[config.mk]
export PLATFORM = sky130hd
export DESIGN_NAME = rational_arith_unit
export DESIGN_NICKNAME = d
export VERILOG_FILES = /design/src/rau_pkg.sv /design/src/rau_divider.sv /design/src/rau_seq.sv /design/src/rational_arith_unit.sv
export SDC_FILE = /design/constraint.sdc
export NUM_CORES = 2
export LEC_CHECK = 0
export BUFFER_PORTS_ARGS = -buffer_cell sky130_fd_sc_hd__clkbuf_2
export CAP_MARGIN = 25
export CORE_MARGIN = 1.5
export CORE_UTILIZATION = 40
export DETAILED_ROUTE_END_ITERATION = 10
export PLACE_DENSITY = 0.63
export SETUP_SLACK_MARGIN = 0.05
export SYNTH_ARGS = -nofsm -noshare
export SYNTH_HDL_FRONTEND = slang
export SYNTH_SLANG_ARGS = --single-unit
[constraint.sdc]
create_clock -name i_clk -period 31.8 [get_ports i_clk]
set_clock_uncertainty 0.15 [all_clocks]
set_input_delay 6.36 -clock i_clk [delete_from_list [all_inputs] [get_ports i_clk]]
set_output_delay 6.36 -clock i_clk [all_outputs]
set_load 0.1 [all_outputs]
[src/rau_pkg.sv]
`timescale 1ns / 1ps
// ----------------------------------------------------------------------------
// rau_pkg
// Shared types and constants for the rational arithmetic unit.
// ----------------------------------------------------------------------------
package rau_pkg;
    localparam int MAG_WIDTH = 31;
    localparam int PROD_W    = 2 * MAG_WIDTH + 1;
    localparam int OUT_W     = 63;
    localparam int CNT_W     = $clog2(PROD_W + 1);

    localparam logic [1:0] CMD_ADD = 2'd0;
    localparam logic [1:0] CMD_SUB = 2'd1;
    localparam logic [1:0] CMD_MUL = 2'd2;
    localparam logic [1:0] CMD_DIV = 2'd3;

    typedef enum logic [3:0] {
        ST_IDLE, ST_MUL0, ST_MUL1, ST_MUL2, ST_COMB,
        ST_GCD_START, ST_GCD_WAIT, ST_DIVN_START, ST_DIVN_WAIT,
        ST_DIVD_START, ST_DIVD_WAIT, ST_OUT
    } t_state;
endpackage

[src/rau_divider.sv]
`timescale 1ns / 1ps
// ----------------------------------------------------------------------------
// rau_divider
// Restoring radix-2 divider, one quotient bit per cycle.
// ----------------------------------------------------------------------------
module rau_divider
    import rau_pkg::*;
(
    input  logic              i_clk,
    input  logic              i_rst_n,
    input  logic              i_start,
    input  logic [PROD_W-1:0] i_dividend,
    input  logic [PROD_W-1:0] i_divisor,
    output logic              o_busy,
    output logic              o_done,
    output logic [PROD_W-1:0] o_quot,
    output logic [PROD_W-1:0] o_rem
);
    logic [PROD_W-1:0] r_q, n_q, r_d;
    logic [PROD_W:0]   r_r, n_r, w_sh, w_diff;
    logic [CNT_W-1:0]  r_cnt;
    logic              r_busy, r_done;

    always_comb begin
        w_sh   = {r_r[PROD_W-1:0], r_q[PROD_W-1]};
        w_diff = w_sh - {1'b0, r_d};
        n_q    = {r_q[PROD_W-2:0], ~w_diff[PROD_W]};
        n_r    = w_diff[PROD_W] ? w_sh : w_diff;
    end

    always_ff @(posedge i_clk) begin
        if (!i_rst_n) begin
            r_busy <= 1'b0;
            r_done <= 1'b0;
        end else begin
            r_done <= 1'b0;
            if (i_start) begin
                r_busy <= 1'b1;
                r_q    <= i_dividend;
                r_d    <= i_divisor;
                r_r    <= '0;
                r_cnt  <= CNT_W'(PROD_W);
            end else if (r_busy) begin
                r_q   <= n_q;
                r_r   <= n_r;
                r_cnt <= r_cnt - 1'b1;
                if (r_cnt == CNT_W'(1)) begin
                    r_busy <= 1'b0;
                    r_done <= 1'b1;
                end
            end
        end
    end

    assign o_busy = r_busy;
    assign o_done = r_done;
    assign o_quot = r_q;
    assign o_rem  = r_r[PROD_W-1:0];
endmodule

[src/rau_seq.sv]
`timescale 1ns / 1ps
// ----------------------------------------------------------------------------
// rau_seq
// Sequencer: cross products, sign logic, Euclid loop and reduction.
// ----------------------------------------------------------------------------
module rau_seq
    import rau_pkg::*;
(
    input  logic                 i_clk,
    input  logic                 i_rst_n,
    input  logic                 i_start,
    input  logic [1:0]           i_cmd,
    input  logic                 i_a_neg,
    input  logic [MAG_WIDTH-1:0] i_a_num,
    input  logic [MAG_WIDTH-1:0] i_a_den,
    input  logic                 i_b_neg,
    input  logic [MAG_WIDTH-1:0] i_b_num,
    input  logic [MAG_WIDTH-1:0] i_b_den,
    input  logic                 i_out_ready,
    output logic                 o_idle,
    output logic                 o_valid,
    output logic                 o_neg,
    output logic [PROD_W-1:0]    o_num,
    output logic [PROD_W-1:0]    o_den,
    output logic                 o_dz
);
    t_state r_state, n_state;
    logic [1:0]             r_cmd;
    logic                   r_an, r_bn, r_neg, r_dz;
    logic [MAG_WIDTH-1:0]   r_ap, r_aq, r_bp, r_bq;
    logic [PROD_W-1:0]      r_p0, r_p1, r_p2, r_num, r_den, r_x, r_y;
    logic [MAG_WIDTH-1:0]   w_ma, w_mb;
    logic [2*MAG_WIDTH-1:0] w_mul;
    logic [PROD_W-1:0]      w_prod;
    logic                   w_div_start, w_div_busy, w_div_done;
    logic [PROD_W-1:0]      w_dvd, w_dvs, w_quot, w_rem;

    assign w_mul  = w_ma * w_mb;
    assign w_prod = {1'b0, w_mul};

    always_comb begin
        w_ma = r_aq;
        w_mb = r_bq;
        case (r_state)
            ST_MUL1: begin
                w_ma = r_ap;
                w_mb = (r_cmd == CMD_MUL || r_cmd == CMD_DIV) ? r_bp : r_bq;
            end
            ST_MUL2: begin
                w_ma = r_aq;
                w_mb = r_bp;
            end
            default: ;
        endcase
    end

    always_comb begin
        w_dvd = r_x;
        w_dvs = r_y;
        case (r_state)
            ST_DIVN_START: w_dvd = r_num;
            ST_DIVD_START: w_dvd = r_den;
            default: ;
        endcase
        if (r_state == ST_DIVN_START || r_state == ST_DIVD_START)
            w_dvs = r_x;
    end

    always_comb begin
        n_state     = r_state;
        w_div_start = 1'b0;
        case (r_state)
            ST_IDLE:       if (i_start) n_state = ST_MUL0;
            ST_MUL0:       n_state = ST_MUL1;
            ST_MUL1:       n_state = ST_MUL2;
            ST_MUL2:       n_state = ST_COMB;
            ST_COMB:       n_state = ST_GCD_START;
            ST_GCD_START: begin
                if (r_num == '0) n_state = ST_OUT;
                else if (r_y == '0) n_state = ST_DIVN_START;
                else begin
                    w_div_start = 1'b1;
                    n_state = ST_GCD_WAIT;
                end
            end
            ST_GCD_WAIT:   if (w_div_done) n_state = ST_GCD_START;
            ST_DIVN_START: begin
                w_div_start = 1'b1;
                n_state = ST_DIVN_WAIT;
            end
            ST_DIVN_WAIT:  if (w_div_done) n_state = ST_DIVD_START;
            ST_DIVD_START: begin
                w_div_start = 1'b1;
                n_state = ST_DIVD_WAIT;
            end
            ST_DIVD_WAIT:  if (w_div_done) n_state = ST_OUT;
            ST_OUT:        if (i_out_ready) n_state = ST_IDLE;
            default:       n_state = ST_IDLE;
        endcase
    end

    always_ff @(posedge i_clk) begin
        if (!i_rst_n) r_state <= ST_IDLE;
        else          r_state <= n_state;
    end

    always_ff @(posedge i_clk) begin
        case (r_state)
            ST_IDLE: begin
                r_cmd <= i_cmd;
                r_an  <= i_a_neg;
                r_ap  <= i_a_num;
                r_aq  <= i_a_den;
                r_bn  <= (i_cmd == CMD_SUB) ? ~i_b_neg : i_b_neg;
                if (i_cmd == CMD_DIV) begin
                    r_bp <= i_b_den;
                    r_bq <= i_b_num;
                end else begin
                    r_bp <= i_b_num;
                    r_bq <= i_b_den;
                end
                r_dz <= (i_cmd == CMD_DIV) && (i_b_num == '0);
            end
            ST_MUL0: r_p0 <= w_prod;
            ST_MUL1: r_p1 <= w_prod;
            ST_MUL2: r_p2 <= w_prod;
            ST_COMB: begin
                r_den <= r_p0;
                if (r_dz) begin
                    r_num <= '0;
                    r_neg <= 1'b0;
                end else if (r_cmd == CMD_MUL || r_cmd == CMD_DIV) begin
                    r_num <= r_p1;
                    r_neg <= r_an ^ r_bn;
                end else if (r_an == r_bn) begin
                    r_num <= r_p1 + r_p2;
                    r_neg <= r_an;
                end else if (r_p1 > r_p2) begin
                    r_num <= r_p1 - r_p2;
                    r_neg <= r_an;
                end else begin
                    r_num <= r_p2 - r_p1;
                    r_neg <= r_bn;
                end
            end
            ST_GCD_START: begin
                if (r_num == '0) begin
                    r_neg <= 1'b0;
                    r_den <= PROD_W'(1);
                end
            end
            ST_GCD_WAIT: if (w_div_done) begin
                r_x <= r_y;
                r_y <= w_rem;
            end
            ST_DIVN_WAIT: if (w_div_done) r_num <= w_quot;
            ST_DIVD_WAIT: if (w_div_done) r_den <= w_quot;
            default: ;
        endcase
        if (r_state == ST_COMB) begin
            r_x <= (r_cmd == CMD_MUL || r_cmd == CMD_DIV) ? r_p1
                 : (r_an == r_bn) ? r_p1 + r_p2
                 : (r_p1 > r_p2) ? r_p1 - r_p2 : r_p2 - r_p1;
            r_y <= r_p0;
        end
    end

    // MUL0 den aq*bq; MUL1 ap*bp (mul/div) or ap*bq (add/sub); MUL2 aq*bp
    rau_divider u_div (
        .i_clk      (i_clk),
        .i_rst_n    (i_rst_n),
        .i_start    (w_div_start),
        .i_dividend (w_dvd),
        .i_divisor  (w_dvs),
        .o_busy     (w_div_busy),
        .o_done     (w_div_done),
        .o_quot     (w_quot),
        .o_rem      (w_rem)
    );

    assign o_idle  = (r_state == ST_IDLE) && !w_div_busy;
    assign o_valid = (r_state == ST_OUT);
    assign o_neg   = r_neg;
    assign o_num   = r_num;
    assign o_den   = r_den;
    assign o_dz    = r_dz;
endmodule

[src/rational_arith_unit.sv]
`timescale 1ns / 1ps
// ----------------------------------------------------------------------------
// rational_arith_unit
// Sign-magnitude rational add/sub/mul/div with GCD-reduced result.
// ----------------------------------------------------------------------------
// channel | signals                          | direction
// in      | i_valid/o_ready, cmd, a_*, b_*   | input transaction
// out     | o_valid/i_ready, r_*, div_zero   | output transaction
// Accept state, multiplier states MUL0, MUL1 and MUL2 and a combine state,
// then Euclid steps (a start state plus a wait on the shared 63-bit
// divider), a final check and two reducing divides on that divider.
// A zero numerator goes straight to the result.
// Synchronous active-low reset returns the sequencer to idle.
// A stalled result holds the unit; o_ready is low until it is taken.
// ----------------------------------------------------------------------------
module rational_arith_unit
    import rau_pkg::*;
(
    input  logic                 i_clk,
    input  logic                 i_rst_n,
    input  logic                 i_valid,
    output logic                 o_ready,
    input  logic [1:0]           i_cmd,
    input  logic                 i_a_neg,
    input  logic [MAG_WIDTH-1:0] i_a_num,
    input  logic [MAG_WIDTH-1:0] i_a_den,
    input  logic                 i_b_neg,
    input  logic [MAG_WIDTH-1:0] i_b_num,
    input  logic [MAG_WIDTH-1:0] i_b_den,
    output logic                 o_valid,
    input  logic                 i_ready,
    output logic                 o_r_neg,
    output logic [OUT_W-1:0]     o_r_num,
    output logic [OUT_W-1:0]     o_r_den,
    output logic                 o_div_zero
);
    logic              w_idle;
    logic [PROD_W-1:0] w_num, w_den;

    rau_seq u_seq (
        .i_clk       (i_clk),
        .i_rst_n     (i_rst_n),
        .i_start     (i_valid && w_idle),
        .i_cmd       (i_cmd),
        .i_a_neg     (i_a_neg),
        .i_a_num     (i_a_num),
        .i_a_den     (i_a_den),
        .i_b_neg     (i_b_neg),
        .i_b_num     (i_b_num),
        .i_b_den     (i_b_den),
        .i_out_ready (i_ready),
        .o_idle      (w_idle),
        .o_valid     (o_valid),
        .o_neg       (o_r_neg),
        .o_num       (w_num),
        .o_den       (w_den),
        .o_dz        (o_div_zero)
    );

    assign o_ready = w_idle;
    assign o_r_num = OUT_W'(w_num);
    assign o_r_den = OUT_W'(w_den);
endmodule

* Word level (Yosys, flattened, before mapping)
Cells that the tools add are included.
** Storage, ports and cells
- Input port bits :: 132
- Register bits :: 769
- Logic and storage cells :: 132
- Output and inout port bits :: 130
** Cells by class
- $lt $le $gt $ge :: 1
- $add $sub $neg :: 5
- Multiplexer cells :: 48
- Bitwise operators :: 5
- Reductions and logical operators :: 25
- Equal/unequal tests :: 23
- Multipliers :: 1
** Operators by type and width (number)
- 63-bit two-way mux :: 16
- 63-bit one-hot mux with 2 select lines :: 2
- 63-bit one-hot mux with 3 select lines :: 1
- 63-bit logical NOT :: 2
- 62-bit by 62-bit subtractor with 63-bit output :: 2
- 31-bit two-way mux :: 4
- 64-bit by 63-bit subtractor with 64-bit output :: 1
- 62-bit by 62-bit adder with 63-bit output :: 1
- 62-bit greater-than comparator :: 1
- 31-bit by 31-bit multiplier with 62-bit output :: 1
- 62-bit two-way mux :: 1
- 31-bit one-hot mux with 2 select lines :: 1
- 4-bit one-hot mux with 12 select lines :: 1
- 31-bit logical NOT :: 1
- 4-bit two-way mux :: 6
- 4-bit by 3-bit equality test with 1-bit output, second input constant :: 4
- 4-bit equality test, second input constant :: 4
- 1-bit two-way mux :: 13
- 2-bit AND reduction :: 5
- 2-bit nonzero test :: 5
- 4-bit by 2-bit equality test with 1-bit output, second input constant :: 2
- 2-bit equality test, second input constant :: 3
- 6-bit by 1-bit equality test with 1-bit output, second input constant :: 1
- 6-bit two-way mux :: 1
- other kinds (18) :: 29

* Depth between registers and ports, before layout
- Depth after elaboration :: 6
- Depth in mapped cells :: 37
- Depth with buffers taken out :: 32

* By module
From an unflattened synthesis, not the netlist that was laid out.
** Unflattened totals
- Cells, all modules :: 8179
- Area, all modules :: 77798.4 µm²
** By module, submodules not included
- rau_seq :: cells an instance 7033, area each 65973.3 µm², times used 1, seq. area each 17106.4 µm²
- rau_divider :: cells an instance 1145, area each 11818.8 µm², times used 1, seq. area each 5895.7 µm²
- rational_arith_unit :: cells an instance 1, area each 6.3 µm², times used 1, seq. area each 0.0 µm²

* Worst setup path after synthesis
No wires, ideal clock.
- Path type :: register -> output
- From :: register u_seq.r_state[1]
- To :: output o_ready
- Slack :: 10536 ps
- Buffers on the path :: 2
- Arrival :: 14754 ps
- Stages on the path, launching flop included :: 5
- Required time :: 25290 ps
- Path through :: dfxtp_1 clkbuf_1 clkbuf_1 nor4_1 nor2b_1
** Between the ends
- Word-level cells in the longest chain between the ends :: 2
** RTL lines
- start, declared :: line rau_seq.sv:27 : t_state r_state, n_state;
- start signal, assigned :: line rau_seq.sv:104 : else r_state <= n_state;
- 4-bit logical NOT :: line rau_seq.sv:181 : assign o_idle = (r_state == ST_IDLE) && !w_div_busy;
- 1-bit logical AND :: line rau_seq.sv:181
- end, declared :: line rational_arith_unit.sv:22 : output logic o_ready,
Every way passes these cells.

* Worst setup path after layout
- From :: register u_seq.r_state[0]
- To :: register u_seq.r_p1[58] (data pin)
** Between the ends
- Word-level cells in the longest chain between the ends :: 3
- Elaborated cells between the ends (all ways) :: 5
- Those cells by class :: mul (1); eq/ne (2); mux (2)
** RTL lines
- 4-bit by 2-bit equality test with 1-bit output :: line rau_seq.sv:44 : case (r_state)
- 31-bit one-hot mux with 2 select lines or 31-bit two-way mux (tied branches) :: line rau_seq.sv:44
- 31-bit by 31-bit multiplier with 62-bit output (*) :: line rau_seq.sv:38 : assign w_mul = w_ma * w_mb;
- via u_seq.w_mul[58] :: line rau_seq.sv:33 : logic [2*MAG_WIDTH-1:0] w_mul;
- end signal, assigned :: line rau_seq.sv:125 : ST_MUL1: r_p1 <= w_prod;
- end, declared :: line rau_seq.sv:31 : logic [PROD_W-1:0] r_p0, r_p1, r_p2, r_num, r_den, r_x, r_y;
The timed path passes the listed nets; every way through them passes the cells marked *.
A chain may end at the register's enable or synchronous reset.

==> summary.md <==
| Metric | Value |
|---|---|
| Yosys top cell by area | edfxtp_1 |
| Cell at the slowest stage of the critical path | o2111ai_4 |
| Number of violations of the max-capacitance limit | 0 |
| Hold WC Path Type | flip-flop to flip-flop |
| Sink count of the clock tree | between 700 and 800 |
| Startpoint kind of the worst setup timing path | flip-flop |
| Clock tree from TritonCTS | yes |
| All-layer global routing usage | between 20% and 30% |
| Reg clk slew, reported paths | 0.06 ns |
| Critical path arrival | roughly 12 ns |
| Fraction of post-synthesis cell area in the top cell type by area | between 20% and 30% |
| Commonest non-fill, non-tap cell in the layout | inv_1 |
| Net count of the mapped netlist | 9622 |
| Initial core utilization | 40.2% |
| Wirelength per Cell | about 27 um |
| Final-report max-slew violation count | 0 |
| Hold-critical path depth | 2 |
| Drt initial violations | 6360 |
| CP max stage delay | 0.94 ns |
| EDFF count, synth | around 760 |
| Yosys cell types | 106 |
| Die Outline Area | 196000 um2 |
| Vias post-DR | 63200 |
| Detailed-route DRC error count | 0 |
| Max_slew headroom | between 20 and 25% |
| Clk Latency, worst-skew pair | ~0.72 ns |
| Post_cts resized | 0 |
| Horizontal die dimension | roughly 440 um |
| Highest Clock Rate | between 80 and 90 MHz |
| Avg Synthesized Cell Area | between 9 and 10 um2 |
| Clock root buffer | clkbuf_16 |
| Antenna Nets Post-Route | 0 |
| Overall die height | about 440 um |
| Result of the run | completed |
| Dominant cells by area after synthesis | edfxtp_1 30%, fa_1 22%, ha_1 8.2%, inv_1 5.2%, nand2_1 5.0% |
| Core ar. | between 150000 and 200000 um2 |
| Combined area of all synthesized cells | ~77000 um2 |
| Antenna violations before repair | 9 |
| Global placement routability congestion | roughly 1.0 |
| Post-Route Setup TNS | 0 ns |
| Buffer depth of the longest clock path | 3 |
| Final setup violation count | 0 |
| Final hold violation count | 0 |
| DRT Wirelength | around 290 mm |
| Number of H-tree branching levels | 3 |
| Number of fill cells | 18600 |
| Crit path from | u_seq.r_state[0] |
| Async set-or-reset flop fraction in the synthesized netlist | 0% |
| Layout Nets | just under 10000 |
| Critical path peak fanout | 43 |
| Number of hold-repair buffers added at the cts stage | 0 |
| Fraction of the yosys area taken by sequential cells | roughly 30% |
| Post CTS Setup Buffer Count | 0 |
| Commonest cells after routing, fill and taps aside | 1077 x inv_1, 1019 x nand2_1, 954 x nor2_1 |
| Ports | 262 |
| Critical path type | flip-flop to flip-flop |
| Vias in the first global route | approximately 63000 |
| TritonCTS Buffers | between 80 and 90 |
| RSZ-0062 raised after global routing | no |
| Synthesis warning total | 0 |
| Minimum clock period after layout | 11.20 ns |
| Worst EP required | approximately 32 ns |
| Crit Reg-Reg Startpoint | u_seq.r_state[0] |
| Predominant post-synthesis flop cell | edfxtp_1 |
| Area grow syn2layout | 9.03% |
| Syn Inst Count | 8143 |
| DRT Pass-1 Iters | 7 |
| Library cell appearing most often on the critical path | fa_1 |
| Worst setup EP type | flip-flop |
| Depth of the worst register-to-register path | 30 |
| Std-Cell Rows | 161 |
| Layout cell share with drive strength beyond 1 | roughly 10% |
| Startpoint of the lowest-slack hold path | u_seq.r_p0[39] |
| Pin count of the biggest net entering global routing | 127 |
| Via density per instance | 5.85 |
| Half-perimeter wire length of the detailed placement result | 219 mm |
| Count of input and output buffers | 261 |
| Global-route wire length before repair | 419 mm |
| Final worst path period share | a little over a third |
| Transition at the pin with the smallest max-transition slack | roughly 1.2 ns |
| Total of flip-flops plus latches after synthesis | between 700 and 800 |
| Global route total overflow | 0 |
cell type report:
| class | instances | area, um2 | area share [%] |
|---|---|---|---|
| Sequential cell | 768 | 23000 | 27.3 |
| Multi-Input combinational cell | 5881 | 49000 | 58.1 |
| Tap cell | 2526 | 3160 | 3.75 |
| Clock inverter | 49 | 563 | 0.667 |
| Inverter | 1080 | 4050 | 4.80 |
| Antenna cell | 2 | 5.00 | 0.00593 |
| Clock buffer | 111 | 2350 | 2.78 |
| Timing Repair Buffer | 375 | 2210 | 2.62 |
synthesized netlist by cell type (all sizes together) (17+ instances only):
master and n:
a211oi 41, a21boi 21, a21o 109, a21oi 471, a22o 67, a22oi 64, a31oi 115, and2 17
and3 19, buf 79, clkbuf 335, edfxtp 762, fa 841, ha 506, inv 1079, mux2 195
mux2i 130, nand2 1023, nand2b 40, nand3 60, nand4 87, nor2 959, nor2b 36, nor3 84
nor4 71, o211ai 50, o21a 34, o21ai 337, o21bai 75, o31ai 55, xnor2 134, xor2 44
critical path: cells and delay by family (launching register included):
kind | cells | cell delay, ns
buffers and inverters | 6 | 1.35
adder cells (fa/ha/maj) | 9 | 4.35
multiplexers | 1 | 0.32
AND/OR/NAND/NOR | 5 | 1.25
AO/OA/AOI/OAI | 9 | 2.92
flip-flops | 1 | 0.52
cells by family (layout without fill, tap and decap cells):
kind of cell | after synthesis | in the layout | synth area share (%)
other | 0 | 2 | 0
buffers and inverters | 1494 | 1615 | 7.41
adder cells (fa/ha/maj) | 1347 | 1347 | 29.9
AO/OA/AOI/OAI | 1574 | 1574 | 13.0
multiplexers | 325 | 325 | 4.52
AND/OR/NAND/NOR | 2457 | 2457 | 13.4
XOR/XNOR | 178 | 178 | 2.01
flip-flops | 768 | 768 | 29.7
state kept, by name, indices dropped and copies added (netlist names), 4 cells and up:
| register | cells |
|---|---|
| u_seq.r_bq | 31 |
| u_seq.r_p0 | 62 |
| u_seq.r_bp | 31 |
| u_seq.r_state | 4 |
| u_seq.u_div.r_cnt | 6 |
| u_seq.u_div.r_r | 63 |
| u_seq.r_p2 | 62 |
| u_seq.r_aq | 31 |
| u_seq.u_div.o_quot | 63 |
| u_seq.r_x | 63 |
| u_seq.r_p1 | 62 |
| u_seq.r_ap | 31 |
| u_seq.r_y | 63 |
| u_seq.u_div.r_d | 63 |
| u_seq.o_den | 63 |
| u_seq.o_num | 63 |
metrics by stage:
step                area, um2  setup WS (ns)  hold slack [ns]  util (%)  cells
global placement        81400          21.00            0.383      42.3  10600
detailed placement      81500          20.85            0.389      42.3  10600
finish                  84400          20.60            0.409      43.9  10800
floorplan               77400          10.54            0.307         -   8143
global route            84400          20.21            0.445      43.9  10800
CTS                     84400          20.83            0.408      43.9  10800
layer usage:
metal	wire, um	track usage, %	vias to the layer above
li1	-	-	27500
met1	118000	38.8	31500
met2	127000	44.5	3457
met3	27600	5.64	631
met4	14600	12.7	14
met5	122	0.147	-
path summary, 6_finish.rpt:
check	end	slack (ns)
worst max-delay path	u_seq.r_p1[58]	20.60
worst min-delay path	u_seq.r_y[39]	0.41
worst min register to register	u_seq.r_y[39]	0.41
worst max register to register	u_seq.r_p1[58]	20.60
Power is left out: the tool's default activity adds up to more than one toggle a clock period on the data nets, which glitch-free logic cannot reach.
